<file path="src/hdl/pscc_pkg.sv">
// ----------------------------------------------------------------------------
// PID steering controller package
// Fixed widths, register indexes, mode codes and reset values shared by the
// PID steering controller modules.
// ----------------------------------------------------------------------------
package pscc_pkg;

	// Fixed field widths.
	localparam int GAIN_W     = 24;
	localparam int DRIVE_W    = 48;
	localparam int MAG_W      = 32;
	localparam int LIMIT_W    = 19;
	localparam int MODE_W     = 3;
	localparam int REG_IDX_W  = 3;
	localparam int CFG_DATA_W = 24;

	// Depth of the queue between the front and back ends (a power of two).
	localparam int QUEUE_DEPTH = 4;

	// Register reset values.
	localparam int SETPOINT_RESET = 300;
	localparam int GAIN_P_RESET   = 524;
	localparam int GAIN_I_RESET   = 328;
	localparam int GAIN_D_RESET   = 13107;
	localparam int BIAS_RESET     = 0;
	localparam int LIMIT_RESET    = 6;

	// Configuration register indexes.
	typedef enum logic [REG_IDX_W-1:0] {
		REG_SETPOINT = 3'd0,
		REG_MODE     = 3'd1,
		REG_GAIN_P   = 3'd2,
		REG_GAIN_I   = 3'd3,
		REG_GAIN_D   = 3'd4,
		REG_BIAS     = 3'd5,
		REG_LIMIT    = 3'd6
	} reg_idx_t;

	// Controller modes.
	typedef enum logic [MODE_W-1:0] {
		MODE_P   = 3'd0,
		MODE_I   = 3'd1,
		MODE_D   = 3'd2,
		MODE_PI  = 3'd3,
		MODE_PD  = 3'd4,
		MODE_ID  = 3'd5,
		MODE_PID = 3'd6,
		MODE_OFF = 3'd7
	} mode_t;

	// Which terms make up the drive.
	typedef struct packed {
		logic use_p;
		logic use_i;
		logic use_d;
		logic use_bias;
	} term_sel_t;

	function automatic term_sel_t decode_mode(mode_t m);
		term_sel_t sel;
		sel = '0;
		case (m)
			MODE_P:   sel = '{use_p: 1'b1, use_i: 1'b0, use_d: 1'b0, use_bias: 1'b1};
			MODE_I:   sel = '{use_p: 1'b0, use_i: 1'b1, use_d: 1'b0, use_bias: 1'b1};
			MODE_D:   sel = '{use_p: 1'b0, use_i: 1'b0, use_d: 1'b1, use_bias: 1'b1};
			MODE_PI:  sel = '{use_p: 1'b1, use_i: 1'b1, use_d: 1'b0, use_bias: 1'b1};
			MODE_PD:  sel = '{use_p: 1'b1, use_i: 1'b0, use_d: 1'b1, use_bias: 1'b1};
			MODE_ID:  sel = '{use_p: 1'b0, use_i: 1'b1, use_d: 1'b1, use_bias: 1'b1};
			MODE_PID: sel = '{use_p: 1'b1, use_i: 1'b1, use_d: 1'b1, use_bias: 1'b1};
			MODE_OFF: sel = '0;
			default:  sel = '0;
		endcase
		return sel;
	endfunction

endpackage

</file>
<file path="src/hdl/pscc_if.sv">
// ----------------------------------------------------------------------------
// PID steering controller channels
// Valid/ready channel interfaces for sensor samples and controller results.
// ----------------------------------------------------------------------------
interface pscc_sample_if #(
	parameter int SAMPLE_BITS = 10
);
	logic                   valid;
	logic                   ready;
	logic [SAMPLE_BITS-1:0] sample;

	modport source (output valid, output sample, input ready);
	modport sink (input valid, input sample, output ready);
endinterface

interface pscc_result_if;
	logic                                 valid;
	logic                                 ready;
	logic signed [pscc_pkg::DRIVE_W-1:0]  drive;
	logic [pscc_pkg::MAG_W-1:0]           magnitude;
	logic                                 direction;

	modport source (output valid, output drive, output magnitude, output direction,
		input ready);
	modport sink (input valid, input drive, input magnitude, input direction,
		output ready);
endinterface

</file>
<file path="src/hdl/pscc_front.sv">
// ----------------------------------------------------------------------------
// PID steering controller front end
// Takes one sample a cycle while the queue has room; forms the error, updates
// the clamped integral and the derivative, and queues the three terms.
// ----------------------------------------------------------------------------
module pscc_front #(
	parameter int SAMPLE_BITS = 10,
	parameter int INTEGRAL_BITS = 20,
	localparam int ERR_W = SAMPLE_BITS + 1,
	localparam int DER_W = SAMPLE_BITS + 2,
	localparam int PKT_W = ERR_W + INTEGRAL_BITS + DER_W
) (
	input  logic                              clk,
	input  logic                              arst_n,
	input  logic                              sample_valid,
	output logic                              sample_ready,
	input  logic [SAMPLE_BITS-1:0]            sample,
	input  logic [SAMPLE_BITS-1:0]            setpoint,
	input  logic [pscc_pkg::LIMIT_W-1:0]      integral_limit,
	output logic                              push_valid,
	input  logic                              push_ready,
	output logic [PKT_W-1:0]                  push_data
);

	localparam int SUM_W = (INTEGRAL_BITS > ERR_W ? INTEGRAL_BITS : ERR_W) + 1;
	localparam int CMP_W =
		(INTEGRAL_BITS > pscc_pkg::LIMIT_W + 1 ? INTEGRAL_BITS : pscc_pkg::LIMIT_W + 1) + 1;
	localparam logic signed [SUM_W-1:0] IMAX = SUM_W'({1'b0, {(INTEGRAL_BITS-1){1'b1}}});
	localparam logic signed [SUM_W-1:0] IMIN = ~IMAX;

	logic signed [ERR_W-1:0]         err_d;
	logic signed [ERR_W-1:0]         prev_err_q;
	logic signed [INTEGRAL_BITS-1:0] integ_q;
	logic signed [INTEGRAL_BITS-1:0] integ_sat;
	logic signed [INTEGRAL_BITS-1:0] integ_d;
	logic signed [SUM_W-1:0]         sum;
	logic signed [CMP_W-1:0]         integ_cmp;
	logic signed [CMP_W-1:0]         lim_pos;
	logic signed [CMP_W-1:0]         lim_neg;
	logic signed [DER_W-1:0]         deriv_d;
	logic                            err_pos;
	logic                            err_neg;
	logic                            prev_pos;
	logic                            prev_neg;
	logic                            flip;
	logic                            accept;

	// The queue sets the pace; a beat goes straight in when it has room.
	assign sample_ready = push_ready;
	assign push_valid   = sample_valid;
	assign accept       = sample_valid && push_ready;

	// Error, saturated integral, sign-change test, limit clamp and derivative.
	always_comb begin
		err_d     = $signed({1'b0, setpoint}) - $signed({1'b0, sample});
		sum       = SUM_W'(integ_q) + SUM_W'(err_d);
		if (sum > IMAX) begin
			integ_sat = {1'b0, {(INTEGRAL_BITS-1){1'b1}}};
		end else if (sum < IMIN) begin
			integ_sat = {1'b1, {(INTEGRAL_BITS-1){1'b0}}};
		end else begin
			integ_sat = sum[INTEGRAL_BITS-1:0];
		end

		err_neg  = err_d[ERR_W-1];
		err_pos  = !err_d[ERR_W-1] && (|err_d);
		prev_neg = prev_err_q[ERR_W-1];
		prev_pos = !prev_err_q[ERR_W-1] && (|prev_err_q);
		flip     = (err_pos && prev_neg) || (err_neg && prev_pos);

		integ_cmp = CMP_W'(integ_sat);
		lim_pos   = CMP_W'({1'b0, integral_limit});
		lim_neg   = -lim_pos;
		if (!flip && integ_cmp >= lim_pos) begin
			integ_d = lim_pos[INTEGRAL_BITS-1:0];
		end else if (!flip && integ_cmp <= lim_neg) begin
			integ_d = lim_neg[INTEGRAL_BITS-1:0];
		end else begin
			integ_d = integ_sat;
		end

		deriv_d = DER_W'(err_d) - DER_W'(prev_err_q);
	end

	assign push_data = {err_d, integ_d, deriv_d};

	// Loop state advances with every accepted beat.
	always_ff @(posedge clk or negedge arst_n) begin
		if (!arst_n) begin
			prev_err_q <= '0;
			integ_q    <= '0;
		end else if (accept) begin
			prev_err_q <= err_d;
			integ_q    <= integ_d;
		end
	end

endmodule

</file>
<file path="src/hdl/pscc_fifo.sv">
// ----------------------------------------------------------------------------
// PID steering controller queue
// Short first-in first-out queue that decouples the front and back ends.
// ----------------------------------------------------------------------------
module pscc_fifo #(
	parameter int W = 8,
	parameter int DEPTH = 4
) (
	input  logic         clk,
	input  logic         arst_n,
	input  logic         wr_valid,
	output logic         wr_ready,
	input  logic [W-1:0] wr_data,
	output logic         rd_valid,
	input  logic         rd_ready,
	output logic [W-1:0] rd_data
);

	localparam int PTR_W = (DEPTH > 1) ? $clog2(DEPTH) : 1;
	localparam int CNT_W = $clog2(DEPTH + 1);

	logic [W-1:0]     mem_q [DEPTH];
	logic [PTR_W-1:0] wr_ptr_q;
	logic [PTR_W-1:0] rd_ptr_q;
	logic [CNT_W-1:0] count_q;
	logic             push;
	logic             pop;

	assign wr_ready = (count_q != CNT_W'(DEPTH));
	assign rd_valid = (count_q != '0);
	assign rd_data  = mem_q[rd_ptr_q];
	assign push     = wr_valid && wr_ready;
	assign pop      = rd_valid && rd_ready;

	// Entry storage.
	always_ff @(posedge clk) begin
		if (push) begin
			mem_q[wr_ptr_q] <= wr_data;
		end
	end

	// Pointers and fill count.
	always_ff @(posedge clk or negedge arst_n) begin
		if (!arst_n) begin
			wr_ptr_q <= '0;
			rd_ptr_q <= '0;
			count_q  <= '0;
		end else begin
			if (push) begin
				wr_ptr_q <= wr_ptr_q + PTR_W'(1);
			end
			if (pop) begin
				rd_ptr_q <= rd_ptr_q + PTR_W'(1);
			end
			if (push && !pop) begin
				count_q <= count_q + CNT_W'(1);
			end else if (pop && !push) begin
				count_q <= count_q - CNT_W'(1);
			end
		end
	end

endmodule

</file>
<file path="src/hdl/pscc_back.sv">
// ----------------------------------------------------------------------------
// PID steering controller back end
// Multiplies terms by gains, sums them with the bias, saturates the drive,
// tracks direction, rounds the magnitude; one beat a cycle unless stalled.
// ----------------------------------------------------------------------------
module pscc_back #(
	parameter int SAMPLE_BITS = 10,
	parameter int INTEGRAL_BITS = 20,
	parameter int GAIN_FRAC_BITS = 16,
	localparam int ERR_W = SAMPLE_BITS + 1,
	localparam int DER_W = SAMPLE_BITS + 2,
	localparam int PKT_W = ERR_W + INTEGRAL_BITS + DER_W
) (
	input  logic                                   clk,
	input  logic                                   arst_n,
	input  logic                                   pop_valid,
	output logic                                   pop_ready,
	input  logic [PKT_W-1:0]                       pop_data,
	input  pscc_pkg::mode_t                        mode,
	input  logic signed [pscc_pkg::GAIN_W-1:0]     gain_p,
	input  logic signed [pscc_pkg::GAIN_W-1:0]     gain_i,
	input  logic signed [pscc_pkg::GAIN_W-1:0]     gain_d,
	input  logic signed [pscc_pkg::GAIN_W-1:0]     bias,
	output logic                                   result_valid,
	input  logic                                   result_ready,
	output logic signed [pscc_pkg::DRIVE_W-1:0]    drive,
	output logic [pscc_pkg::MAG_W-1:0]             magnitude,
	output logic                                   direction
);

	localparam int GW      = pscc_pkg::GAIN_W;
	localparam int DW      = pscc_pkg::DRIVE_W;
	localparam int MW      = pscc_pkg::MAG_W;
	localparam int PP_W    = GW + ERR_W;
	localparam int PI_W    = GW + INTEGRAL_BITS;
	localparam int PD_W    = GW + DER_W;
	localparam int ACC_W   = (PI_W > PD_W ? PI_W : PD_W) + 2;
	localparam int WIDE_W  = ACC_W > DW ? ACC_W : DW;
	localparam logic signed [WIDE_W-1:0] DMAX = WIDE_W'({1'b0, {(DW-1){1'b1}}});
	localparam logic signed [WIDE_W-1:0] DMIN = ~DMAX;
	localparam logic [DW:0] RND_HALF = (DW+1)'(1) << (GAIN_FRAC_BITS - 1);

	pscc_pkg::term_sel_t             sel;
	logic signed [ERR_W-1:0]         err;
	logic signed [INTEGRAL_BITS-1:0] integ;
	logic signed [DER_W-1:0]         deriv;
	logic signed [GW-1:0]            gp;
	logic signed [GW-1:0]            gi;
	logic signed [GW-1:0]            gd;
	logic signed [PP_W-1:0]          prod_p;
	logic signed [PI_W-1:0]          prod_i;
	logic signed [PD_W-1:0]          prod_d;

	logic                            valid_s1;
	logic signed [PP_W-1:0]          prod_p_s1;
	logic signed [PI_W-1:0]          prod_i_s1;
	logic signed [PD_W-1:0]          prod_d_s1;
	logic signed [GW-1:0]            bias_s1;

	logic                            valid_s2;
	logic signed [ACC_W-1:0]         acc_s2;

	logic                            valid_s3;
	logic signed [DW-1:0]            drive_s3;
	logic                            dir_s3;

	logic                            out_valid_q;
	logic signed [DW-1:0]            drive_q;
	logic [MW-1:0]                   mag_q;
	logic                            dir_q;
	logic                            last_dir_q;

	logic                            out_ready;
	logic                            s3_ready;
	logic                            s2_ready;
	logic                            s1_ready;

	logic signed [WIDE_W-1:0]        acc_wide;
	logic signed [DW-1:0]            drive_sat;
	logic                            dir_d;
	logic [DW-1:0]                   abs_d;
	logic [DW:0]                     rnd;
	logic [DW:0]                     shifted;
	logic [MW-1:0]                   mag_d;

	// Stage readiness, from the output register back to the queue.
	assign out_ready = !out_valid_q || result_ready;
	assign s3_ready  = !valid_s3 || out_ready;
	assign s2_ready  = !valid_s2 || s3_ready;
	assign s1_ready  = !valid_s1 || s2_ready;
	assign pop_ready = s1_ready;

	// Unpack the terms, mask the gains that the mode leaves out and multiply.
	always_comb begin
		sel    = pscc_pkg::decode_mode(mode);
		err    = pop_data[PKT_W-1 -: ERR_W];
		integ  = pop_data[DER_W +: INTEGRAL_BITS];
		deriv  = pop_data[DER_W-1:0];
		gp     = sel.use_p ? gain_p : '0;
		gi     = sel.use_i ? gain_i : '0;
		gd     = sel.use_d ? gain_d : '0;
		prod_p = gp * err;
		prod_i = gi * integ;
		prod_d = gd * deriv;
	end

	// Saturate the sum and work out the direction.
	always_comb begin
		acc_wide = WIDE_W'(acc_s2);
		if (acc_wide > DMAX) begin
			drive_sat = DMAX[DW-1:0];
		end else if (acc_wide < DMIN) begin
			drive_sat = DMIN[DW-1:0];
		end else begin
			drive_sat = acc_wide[DW-1:0];
		end
		if (drive_sat[DW-1]) begin
			dir_d = 1'b1;
		end else if (|drive_sat) begin
			dir_d = 1'b0;
		end else begin
			dir_d = last_dir_q;
		end
	end

	// Magnitude, rounded half away from zero and held to the field range.
	always_comb begin
		abs_d   = drive_s3[DW-1] ? DW'(-drive_s3) : drive_s3;
		rnd     = {1'b0, abs_d} + RND_HALF;
		shifted = rnd >> GAIN_FRAC_BITS;
		if (|shifted[DW:MW]) begin
			mag_d = '1;
		end else begin
			mag_d = shifted[MW-1:0];
		end
	end

	// Stage valid flags and held direction.
	always_ff @(posedge clk or negedge arst_n) begin
		if (!arst_n) begin
			valid_s1    <= 1'b0;
			valid_s2    <= 1'b0;
			valid_s3    <= 1'b0;
			out_valid_q <= 1'b0;
			last_dir_q  <= 1'b0;
		end else begin
			if (s1_ready) begin
				valid_s1 <= pop_valid;
			end
			if (s2_ready) begin
				valid_s2 <= valid_s1;
			end
			if (s3_ready) begin
				valid_s3 <= valid_s2;
			end
			if (out_ready) begin
				out_valid_q <= valid_s3;
			end
			if (s3_ready && valid_s2) begin
				last_dir_q <= dir_d;
			end
		end
	end

	// Stage payloads.
	always_ff @(posedge clk) begin
		if (s1_ready && pop_valid) begin
			prod_p_s1 <= prod_p;
			prod_i_s1 <= prod_i;
			prod_d_s1 <= prod_d;
			bias_s1   <= sel.use_bias ? bias : '0;
		end
		if (s2_ready && valid_s1) begin
			acc_s2 <= ACC_W'(prod_p_s1) + ACC_W'(prod_i_s1) + ACC_W'(prod_d_s1)
				+ ACC_W'(bias_s1);
		end
		if (s3_ready && valid_s2) begin
			drive_s3 <= drive_sat;
			dir_s3   <= dir_d;
		end
		if (out_ready && valid_s3) begin
			drive_q <= drive_s3;
			mag_q   <= mag_d;
			dir_q   <= dir_s3;
		end
	end

	assign result_valid = out_valid_q;
	assign drive        = drive_q;
	assign magnitude    = mag_q;
	assign direction    = dir_q;

endmodule

</file>
<file path="src/hdl/pid_steering_controller_core.sv">
// ----------------------------------------------------------------------------
// PID steering controller core
// Fixed-point PID loop on a sensor sample stream with configurable gains,
// bias, mode and integral clamp; gives drive, magnitude and direction.
//
//   Channel   Dir  Payload                              Handshake
//   samples   in   sample                               valid/ready
//   results   out  drive, magnitude, direction          valid/ready
//   wr_*      in   wr_index, wr_data                    wr_en, no wait
//
// Throughput is one beat per cycle while the queue has room; the integral
// and previous error update in the cycle a sample is accepted, which is what
// bounds the rate. A result passes the queue and the multiply, sum, saturate
// and round stages before it leaves the output register.
// Reset clears loop state, queue and stage valids and loads the register
// reset values. samples.ready drops only while the front queue is full.
// ----------------------------------------------------------------------------
module pid_steering_controller_core #(
	parameter int SAMPLE_BITS = 10,
	parameter int GAIN_FRAC_BITS = 16,
	parameter int INTEGRAL_BITS = 20
) (
	input  logic                                 clk,
	input  logic                                 arst_n,
	pscc_sample_if.sink                          samples,
	pscc_result_if.source                        results,
	input  logic                                 wr_en,
	input  logic [pscc_pkg::REG_IDX_W-1:0]       wr_index,
	input  logic [pscc_pkg::CFG_DATA_W-1:0]      wr_data
);

	localparam int PKT_W = (SAMPLE_BITS + 1) + INTEGRAL_BITS + (SAMPLE_BITS + 2);
	localparam int GW = pscc_pkg::GAIN_W;

	logic [SAMPLE_BITS-1:0]           setpoint_q;
	pscc_pkg::mode_t                  mode_q;
	logic signed [GW-1:0]             gain_p_q;
	logic signed [GW-1:0]             gain_i_q;
	logic signed [GW-1:0]             gain_d_q;
	logic signed [GW-1:0]             bias_q;
	logic [pscc_pkg::LIMIT_W-1:0]     limit_q;

	logic                             push_valid;
	logic                             push_ready;
	logic [PKT_W-1:0]                 push_data;
	logic                             pop_valid;
	logic                             pop_ready;
	logic [PKT_W-1:0]                 pop_data;

	// Configuration registers.
	always_ff @(posedge clk or negedge arst_n) begin
		if (!arst_n) begin
			setpoint_q <= SAMPLE_BITS'(pscc_pkg::SETPOINT_RESET);
			mode_q     <= pscc_pkg::MODE_P;
			gain_p_q   <= GW'(pscc_pkg::GAIN_P_RESET);
			gain_i_q   <= GW'(pscc_pkg::GAIN_I_RESET);
			gain_d_q   <= GW'(pscc_pkg::GAIN_D_RESET);
			bias_q     <= GW'(pscc_pkg::BIAS_RESET);
			limit_q    <= pscc_pkg::LIMIT_W'(pscc_pkg::LIMIT_RESET);
		end else if (wr_en) begin
			case (pscc_pkg::reg_idx_t'(wr_index))
				pscc_pkg::REG_SETPOINT: setpoint_q <= wr_data[SAMPLE_BITS-1:0];
				pscc_pkg::REG_MODE:     mode_q <= pscc_pkg::mode_t'(wr_data[pscc_pkg::MODE_W-1:0]);
				pscc_pkg::REG_GAIN_P:   gain_p_q <= wr_data;
				pscc_pkg::REG_GAIN_I:   gain_i_q <= wr_data;
				pscc_pkg::REG_GAIN_D:   gain_d_q <= wr_data;
				pscc_pkg::REG_BIAS:     bias_q <= wr_data;
				pscc_pkg::REG_LIMIT:    limit_q <= wr_data[pscc_pkg::LIMIT_W-1:0];
				default: ;
			endcase
		end
	end

	// Front end: error, integral and derivative.
	pscc_front #(
		.SAMPLE_BITS   (SAMPLE_BITS),
		.INTEGRAL_BITS (INTEGRAL_BITS)
	) u_front (
		.clk            (clk),
		.arst_n         (arst_n),
		.sample_valid   (samples.valid),
		.sample_ready   (samples.ready),
		.sample         (samples.sample),
		.setpoint       (setpoint_q),
		.integral_limit (limit_q),
		.push_valid     (push_valid),
		.push_ready     (push_ready),
		.push_data      (push_data)
	);

	// Queue between the two ends.
	pscc_fifo #(
		.W     (PKT_W),
		.DEPTH (pscc_pkg::QUEUE_DEPTH)
	) u_fifo (
		.clk      (clk),
		.arst_n   (arst_n),
		.wr_valid (push_valid),
		.wr_ready (push_ready),
		.wr_data  (push_data),
		.rd_valid (pop_valid),
		.rd_ready (pop_ready),
		.rd_data  (pop_data)
	);

	// Back end: gains, sum, saturation and output register.
	pscc_back #(
		.SAMPLE_BITS    (SAMPLE_BITS),
		.INTEGRAL_BITS  (INTEGRAL_BITS),
		.GAIN_FRAC_BITS (GAIN_FRAC_BITS)
	) u_back (
		.clk          (clk),
		.arst_n       (arst_n),
		.pop_valid    (pop_valid),
		.pop_ready    (pop_ready),
		.pop_data     (pop_data),
		.mode         (mode_q),
		.gain_p       (gain_p_q),
		.gain_i       (gain_i_q),
		.gain_d       (gain_d_q),
		.bias         (bias_q),
		.result_valid (results.valid),
		.result_ready (results.ready),
		.drive        (results.drive),
		.magnitude    (results.magnitude),
		.direction    (results.direction)
	);

	// A negative drive always points left.
	a_dir_neg: assert property (@(posedge clk) disable iff (!arst_n)
		results.valid && results.drive[pscc_pkg::DRIVE_W-1] |-> results.direction)
		else $error("negative drive without left direction");

	// A positive drive always points right.
	a_dir_pos: assert property (@(posedge clk) disable iff (!arst_n)
		results.valid && !results.drive[pscc_pkg::DRIVE_W-1] && (results.drive != '0)
		|-> !results.direction)
		else $error("positive drive without right direction");

	// A zero drive rounds to a zero magnitude.
	a_zero_mag: assert property (@(posedge clk) disable iff (!arst_n)
		results.valid && (results.drive == '0) |-> (results.magnitude == '0))
		else $error("zero drive with nonzero magnitude");

endmodule

</file>
<file path="src/flat_wrapper.sv">
// flat-port wrapper written by rule: the top's interface ports become plain ports
module pid_steering_controller_core_flat 
#(
	parameter int SAMPLE_BITS = 10,
	parameter int GAIN_FRAC_BITS = 16,
	parameter int INTEGRAL_BITS = 20
)
  (clk, arst_n, wr_en, wr_index, wr_data, samples_valid, samples_sample, samples_ready, results_valid, results_drive, results_magnitude, results_direction, results_ready);
  pscc_sample_if #(.SAMPLE_BITS(SAMPLE_BITS)) samples_i ();
  pscc_result_if results_i ();
  input  logic clk;
  input  logic arst_n;
  input  logic wr_en;
  input  logic [pscc_pkg::REG_IDX_W-1:0] wr_index;
  input  logic [pscc_pkg::CFG_DATA_W-1:0] wr_data;
  input wire logic [$bits(samples_i.valid)-1:0] samples_valid;
  input wire logic [$bits(samples_i.sample)-1:0] samples_sample;
  output wire logic [$bits(samples_i.ready)-1:0] samples_ready;
  output wire logic [$bits(results_i.valid)-1:0] results_valid;
  output wire logic [$bits(results_i.drive)-1:0] results_drive;
  output wire logic [$bits(results_i.magnitude)-1:0] results_magnitude;
  output wire logic [$bits(results_i.direction)-1:0] results_direction;
  input wire logic [$bits(results_i.ready)-1:0] results_ready;
  assign samples_i.valid = samples_valid;
  assign samples_i.sample = samples_sample;
  assign samples_ready = samples_i.ready;
  assign results_valid = results_i.valid;
  assign results_drive = results_i.drive;
  assign results_magnitude = results_i.magnitude;
  assign results_direction = results_i.direction;
  assign results_i.ready = results_ready;
  pid_steering_controller_core #(.SAMPLE_BITS(SAMPLE_BITS), .GAIN_FRAC_BITS(GAIN_FRAC_BITS), .INTEGRAL_BITS(INTEGRAL_BITS)) u_core (.clk(clk), .arst_n(arst_n), .samples(samples_i), .results(results_i), .wr_en(wr_en), .wr_index(wr_index), .wr_data(wr_data));
endmodule
</file>
<file path="config.mk">
export PLATFORM = sky130hd
export DESIGN_NAME = pid_steering_controller_core_flat
export DESIGN_NICKNAME = d
export VERILOG_FILES = /design/src/hdl/pscc_pkg.sv /design/src/hdl/pscc_if.sv /design/src/hdl/pscc_front.sv /design/src/hdl/pscc_fifo.sv /design/src/hdl/pscc_back.sv /design/src/hdl/pid_steering_controller_core.sv /design/src/flat_wrapper.sv
export SDC_FILE = /design/constraint.sdc
export NUM_CORES = 2
export LEC_CHECK = 0
export BUFFER_PORTS_ARGS = -buffer_cell sky130_fd_sc_hd__buf_4
export CAP_MARGIN = 20
export CORE_MARGIN = 4
export CORE_UTILIZATION = 70
export CTS_CLUSTER_SIZE = 25
export DETAILED_ROUTE_END_ITERATION = 6
export PLACE_DENSITY = 0.88
export SYNTH_ARGS = -nofsm -noshare
export SYNTH_HDL_FRONTEND = slang
export SYNTH_SLANG_ARGS = --single-unit
</file>
<file path="constraint.sdc">
create_clock -name clk -period 15.2 [get_ports clk]
set_input_delay 1.52 -clock clk [delete_from_list [all_inputs] [get_ports clk]]
set_output_delay 1.52 -clock clk [all_outputs]
set_load 0.03 [all_outputs]
</file>
; After elaboration in Yosys (flattened, before gate mapping)
; Memory sizes are Yosys's and may differ from the RTL's.
; Index checks and enable logic that the tools add are counted.
; Widths: inputs -> output; s select.
[totals]
ff_bits = 486
word_cells = 114
n_memories = 2
in_bits = 42
ram_bits = 172
output_inout_bits = 83
romBits = 32
[classes]
n_mux = 16
n_mul = 3
eq_ne = 7
n_addsub = 13
magnitude_cmp = 6
n_reduce_logical = 40
[mem_list]
columns = memory, words, word_bits, rd, rd_clocked_by_memory_dff, wr, line
row1 = u_core.u_fifo.mem_q, 4, 43, 1, 0, 1, pscc_fifo.sv:22  ; logic [W-1:0] mem_q [DEPTH];
row2 = (name not given), 8, 4, 1, 0, 0, pscc_pkg.sv:62  ; case (m)
[op_table]
columns = operator, count
row1 = $mux 48, 3
row2 = $mux 20, 4
row3 = $mux 24, 3
row4 = $add 48x16->49 const B, 1
row5 = $gt 46x48->1 const B, 1
row6 = $lt 46x48->1 const B, 1
row7 = $neg 48->48, 1
row8 = $reduce_or 48->1, 1
row9 = $add 45x36->46, 1
row10 = $add 46x24->46, 1
row11 = $add 35x44->45, 1
row12 = $mul 24x20->44, 1
row13 = $mul 24x12->36, 1
row14 = $mul 24x11->35, 1
row15 = $reduce_or 11->1, 2
row16 = $add 20x11->21, 1
row17 = $gt 21x20->1 const B, 1
row18 = $le 20x21->1, 1
row19 = $lt 21x20->1 const B, 1
row20 = $neg 19->21, 1
row21 = $ge 20x20->1, 1
row22 = $reduce_and 2->1, 7
row23 = $logic_and 1x1->1, 13
row24 = $sub 11x11->12, 1
row25 = other kinds (15), 35

; Depth between registers and ports, before layout
[depth]
depth_word = 9
depth_mapped = 33
depth_no_buf = 29

; By module
; From an unflattened synthesis, not the netlist that was laid out.
[unflattened]
cells_unflattened = 6446
area_unflattened_um2 = 69586.7
[modules_own_cells]
columns = mod, n_inst, seq_area_each_um2, cells_per_inst, area_each_um2
row1 = pscc_back, 1, 9524.1, 5212, 52354.0
row2 = pscc_fifo, 1, 5340.1, 260, 6675.2
row3 = pscc_front, 1, 775.7, 698, 5479.0
row4 = pid_steering_controller_core, 1, 3228.1, 276, 5078.6

; Worst setup path after synthesis
; Ideal clock, no wire load.
[synth_timing]
path_type = input-to-reg
start = input results_ready
end = register u_core.u_fifo.count_q[1]
path_stages = 8
path_buffers = 0
t_arrival_ns = 10.048
setup_time_ns = 0.125
slack_ns = 5.027
required_time_ns = 15.075
cell_sequence = nor2b_1 > and3_1 > a21oi_1 > inv_1 > ha_1 > inv_1 > fa_1 > mux2_2
[synth_via]
elab_chain_cells = 8
word_cells_on_any_way = 10
cone_classes = mux (1) / reduce/logical (9)
[synth_rtl]
columns = element, line
row1 = start: declaration, flat_wrapper.sv:23  ; input wire logic [$bits(results_i.ready)-1:0] results_ready;
row2 = $logic_or 1x1->1 *, pscc_back.sv:87  ; assign out_ready = !out_valid_q || result_ready;
row3 = $logic_or 1x1->1 *, pscc_back.sv:88  ; assign s3_ready = !valid_s3 || out_ready;
row4 = $logic_or 1x1->1 *, pscc_back.sv:89  ; assign s2_ready = !valid_s2 || s3_ready;
row5 = $logic_or 1x1->1 *, pscc_back.sv:90  ; assign s1_ready = !valid_s1 || s2_ready;
row6 = $logic_and 1x1->1 *, pscc_fifo.sv:33  ; assign pop = rd_valid && rd_ready;
row7 = net u_core.u_fifo.pop, pscc_fifo.sv:27  ; logic pop;
row8 = $logic_not 1->1, pscc_fifo.sv:55  ; if (push && !pop) begin
row9 = $logic_and 1x1->1, pscc_fifo.sv:55
row10 = $mux 3 or $reduce_bool 2->1 (tied branches), --
row11 = end signal: assignment, pscc_fifo.sv:56  ; count_q <= count_q + CNT_W'(1);
row12 = end signal: assignment, pscc_fifo.sv:58  ; count_q <= count_q - CNT_W'(1);
row13 = end: declaration, pscc_fifo.sv:25  ; logic [CNT_W-1:0] count_q;
; Mark *: on every way through the listed nets, which the timed path passes. The rest lies on a longest branch.
; A chain may end at the register's enable or synchronous reset.

; Worst setup path after layout
[layout_timing]
start = register u_core.mode_q[0]
end = register u_core.u_back.prod_i_s1[42] (data pin)
[layout_via]
elab_chain_cells = 3
[layout_rtl]
columns = element, line
row1 = start: declaration, pid_steering_controller_core.sv:36  ; pscc_pkg::mode_t mode_q;
row2 = start signal: assignment, pid_steering_controller_core.sv:54  ; mode_q <= pscc_pkg::MODE_P;
row3 = start signal: assignment, pid_steering_controller_core.sv:63  ; pscc_pkg::REG_MODE: mode_q <= pscc_pkg::mode_t'(wr_data[pscc_pkg::MODE_W-1:0]);
row4 = $mem_v2 8x4, --
row5 = $mux 24, pscc_back.sv:100  ; gi = sel.use_i ? gain_i : '0;
row6 = $mul 24x20->44, pscc_back.sv:103  ; prod_i = gi * integ;
row7 = net u_core.u_back.prod_i[42], pscc_back.sv:51  ; logic signed [PI_W-1:0] prod_i;
row8 = end signal: assignment, pscc_back.sv:169  ; prod_i_s1 <= prod_i;
row9 = end: declaration, pscc_back.sv:56  ; logic signed [PI_W-1:0] prod_i_s1;
; The timed path passes the listed nets, and every way through them passes these cells.

==> results.ini <==
[clock_network]
cts_hold_buf = 0
worstSkewPairLatency_ns = 0.68
cts_root_buf = clkbuf_16
cts_buffer_depth = 3
cts_buffers = 71
cts_resized = 0
clkTransAtPathRegs_ns = 0.06
clock-sinks = 656
cts-htree-levels = 3
cts_setup_buffers = 0
cts_tree = yes

[min_path]
holdCritPathClass = flip-flop to flip-flop
whs_path_depth = 0
worstHoldStart = u_core.u_back.acc_s2[8]$_DFFE_PP_
hold_end = u_core.u_back.drive_s3[8]$_DFFE_PP_

[sta]
fin_crit_sh_pct = 65.36
setup_viol = 0
layout_min_cycle_time_ns = 9.935
tns_ns = 0
tightest_slew_ns = 1.254
max_slew_margin_pct = 16.37
hold_viol_final = 0
max_freq_ghz = 0.1007
rsz0062_at_grt = no
drv_slew = 0
fin_skew_ns = 0.05295

[global_routing]
grt_max_degree = 87
antenna_found_initial = 19
track_usage_pct = 37.00
grt_pass1_wl_um = 290400
gr-total-overflow = 0
grt_pass1_vias = 51860

[job]
maxCapViolCount = 0

[yosys]
syn_inst = 6454
synth.distinct_cells = 94
synth_nets = 7969
postSynthAreaPerCell_um2 = 10.55
synth_edf_count = 485
ys_ff_latch = 656
netlist_area_mm2 = 0.06809
yosysWarnings = 0
async_flop_share_pct = 26.07
ys_seq_area_share_pct = 27.71
ys.flop_type = edfxtp_1

[placement]
place_hpwl_um = 140700
port-buffer-count = 124
gp_congestion = 0.9754

[cells_and_area]
register_area_mm2 = 0.01887
num-fill-cells = 6248
area_delta_synth_final_pct = 6.716
drive_above_1_share_pct = 8.548
multiInputGateArea_mm2 = 0.04437
utilization_pct = 75.25
nNetsFinal = 7973

[critical_path]
critPathLaunchType = flip-flop
cp_cell_sequence = ha_1, mux2_2, buf_4, and2_1, nand2_1, fa_1, inv_1, fa_1, fa_1, fa_1, inv_1, fa_1, fa_1, inv_1, fa_1, ha_1, or4_1, a2111oi_0, nor4_1, o21ai_0, o21ai_0, a41oi_1, a21oi_1, xor2_1
path_max_fanout = 74
endpoint_kind = flip-flop
worstPathRequired_ns = 15.62
r2r_setup_slack_ns = 5.27
cpPeakStageDelay_ns = 0.86
path_class = flip-flop to flip-flop
slowest_stage = and2_1
crit_top_cell = fa_1
rr_endpoint = u_core.u_back.prod_i_s1[42]$_DFFE_PP_
ff2ff_path_depth = 24
r2r-start = u_core.mode_q[0]$_DFFE_PN0P_
cp.arrival_ns = 10.36

[routing]
routedWlPerCell_um = 23.59
antenna_left = 0
vias = 49050
routed_wl_um = 184300
vias_per_cell = 6.277
firstDrtPassIters = 7
drc_errors = 1
drt_iter0_markers = 5360

[floorplanning]
coreArea_mm2 = 0.09657
io_pins = 125
start_util_pct = 70.51
die_w_um = 319.9
fp.dieArea_mm2 = 0.1023
die_h_um = 319.9
rows = 114

[run_status]
failed_checks = DRC
status = finished with violations

## per-layer routing
| metal | vias to the layer above | routed length [um] | track usage [%] |
|---|---|---|---|
| met1 | 24400 | 66960 | 48.61 |
| met4 | 10 | 11770 | 19.83 |
| li1 | 20830 | - | - |
| met3 | 665 | 21760 | 10.06 |
| met2 | 3137 | 83770 | 56.95 |
| met5 | - | 70 | 0 |
## worst max-delay path by stage
stage	startpoint	end	slack [ns]	depth (start not counted)
4_1_cts	u_core.mode_q[0]$_DFFE_PN0P_	u_core.u_back.prod_i_s1[42]$_DFFE_PP_	5.52	24
3_5_place_dp	samples_sample[1]	u_core.u_fifo.mem_q[1][29]$_DFFE_PP_	4.99	29
6_report	u_core.mode_q[0]$_DFFE_PN0P_	u_core.u_back.prod_i_s1[42]$_DFFE_PP_	5.27	24
2_1_floorplan	results_ready	u_core.u_fifo.count_q[1]$_DFFE_PN0P_	5.03	8
5_1_grt	samples_sample[1]	u_core.u_fifo.mem_q[3][29]$_DFFE_PP_	4.97	29
3_3_place_gp	samples_sample[1]	u_core.u_fifo.mem_q[3][29]$_DFFE_PP_	5.12	29
## flip-flops by register name, indices dropped and copies added (netlist names), 2 cells and up
register / flops
u_core.u_fifo.wr_ptr_q: 2
u_core.u_back.drive_s3: 47
u_core.gain_d_q: 24
u_core.u_back.magnitude: 32
u_core.u_front.prev_err_q: 11
u_core.setpoint_q: 10
u_core.u_back.prod_d_s1: 36
u_core.gain_p_q: 24
u_core.limit_q: 19
u_core.u_back.bias_s1: 24
u_core.u_fifo.count_q: 3
u_core.u_back.prod_i_s1: 44
u_core.u_front.integ_q: 20
u_core.u_back.drive: 47
u_core.mode_q: 3
u_core.u_back.acc_s2: 46
u_core.u_fifo.rd_ptr_q: 2
u_core.gain_i_q: 24
u_core.bias_q: 24
u_core.u_back.prod_p_s1: 35
u_core.u_fifo.mem_q: 172
## metrics by stage
| stage | instances | area [um^2] | hold slack [ns] | setup slack, ns |
|---|---|---|---|---|
| after floorplan | 6454 | 68090 | 0.4003 | 5.027 |
| after global placement | 7660 | 70180 | 0.4061 | 5.123 |
| after detailed placement | 7660 | 70180 | 0.4116 | 4.993 |
| after CTS | 7791 | 72580 | 0.4252 | 5.523 |
| after global routing | 7794 | 72610 | 0.4394 | 4.968 |
| final | 7814 | 72660 | 0.4243 | 5.265 |
## logic make-up (layout without fill, tap and decap cells)
kind of cell,Yosys count,after routing,synth area share [%]
and+or+nand+nor,1865,1865,12.32
adders and majority gates,1474,1474,38.96
buffers and inverters,1313,1375,7.313
AOI/OAI and AO/OA,676,676,6.470
DFF,656,656,27.71
xor gates and xnor gates,248,248,3.190
muxes,222,222,4.041
other,0,22,0
## critical path: cells and delay by family (launching register included)
kind,cells,cell delay [ns]
xor+xnor,1,0.17
compound gates,5,2.35
fa+ha+maj,9,3.88
mux,1,0.17
simple gates,4,1.82
buf+inv,4,0.79
flops,1,0.47
## layout make-up
class,instances,area share (%)
antenna,22,0.07576
clock buffer,89,2.650
clock inverter,42,0.6560
inverter,1065,5.502
multi-input combinational,4485,61.06
sequential,656,25.97
tap,1276,2.197
timing repair buffer,179,1.882
## synth_stat cells, types with 35 or more instances
cell type / n / area, um^2
a21o_1: 93 / 698.2
a21oi_1: 164 / 820.8
and2_1: 90 / 563.0
and3_1: 95 / 594.3
clkbuf_1: 207 / 777.0
dfrtp_1: 151 / 3779
edfxtp_1: 485 / 14560
fa_1: 1077 / 21560
ha_1: 396 / 4955
inv_1: 1065 / 3998
mux2_2: 149 / 1678
mux2i_1: 42 / 420.4
nand2_1: 828 / 3108
nand2b_1: 43 / 269.0
nand3_1: 81 / 405.4
nor2_1: 459 / 1723
nor3_1: 66 / 330.3
o21ai_0: 129 / 645.6
o21ai_1: 35 / 175.2
xnor2_1: 182 / 1594
xor2_1: 66 / 578.1
## cell usage in the layout (no fill, tap or decap), types with 81 or more instances in the layout
master,count
inv_1,1065
buf_4,177
mux2_2,149
and3_1,91
a21o_1,93
nand3_1,81
nand2_1,828
xnor2_1,182
fa_1,1077
a21oi_1,162
dfrtp_1,149
ha_1,396
nor2_1,459
and2_1,88
o21ai_0,129
edfxtp_1,485
Power is not shown: default switching activity piles up to over one toggle a cycle in this logic, so the estimate is an artifact.
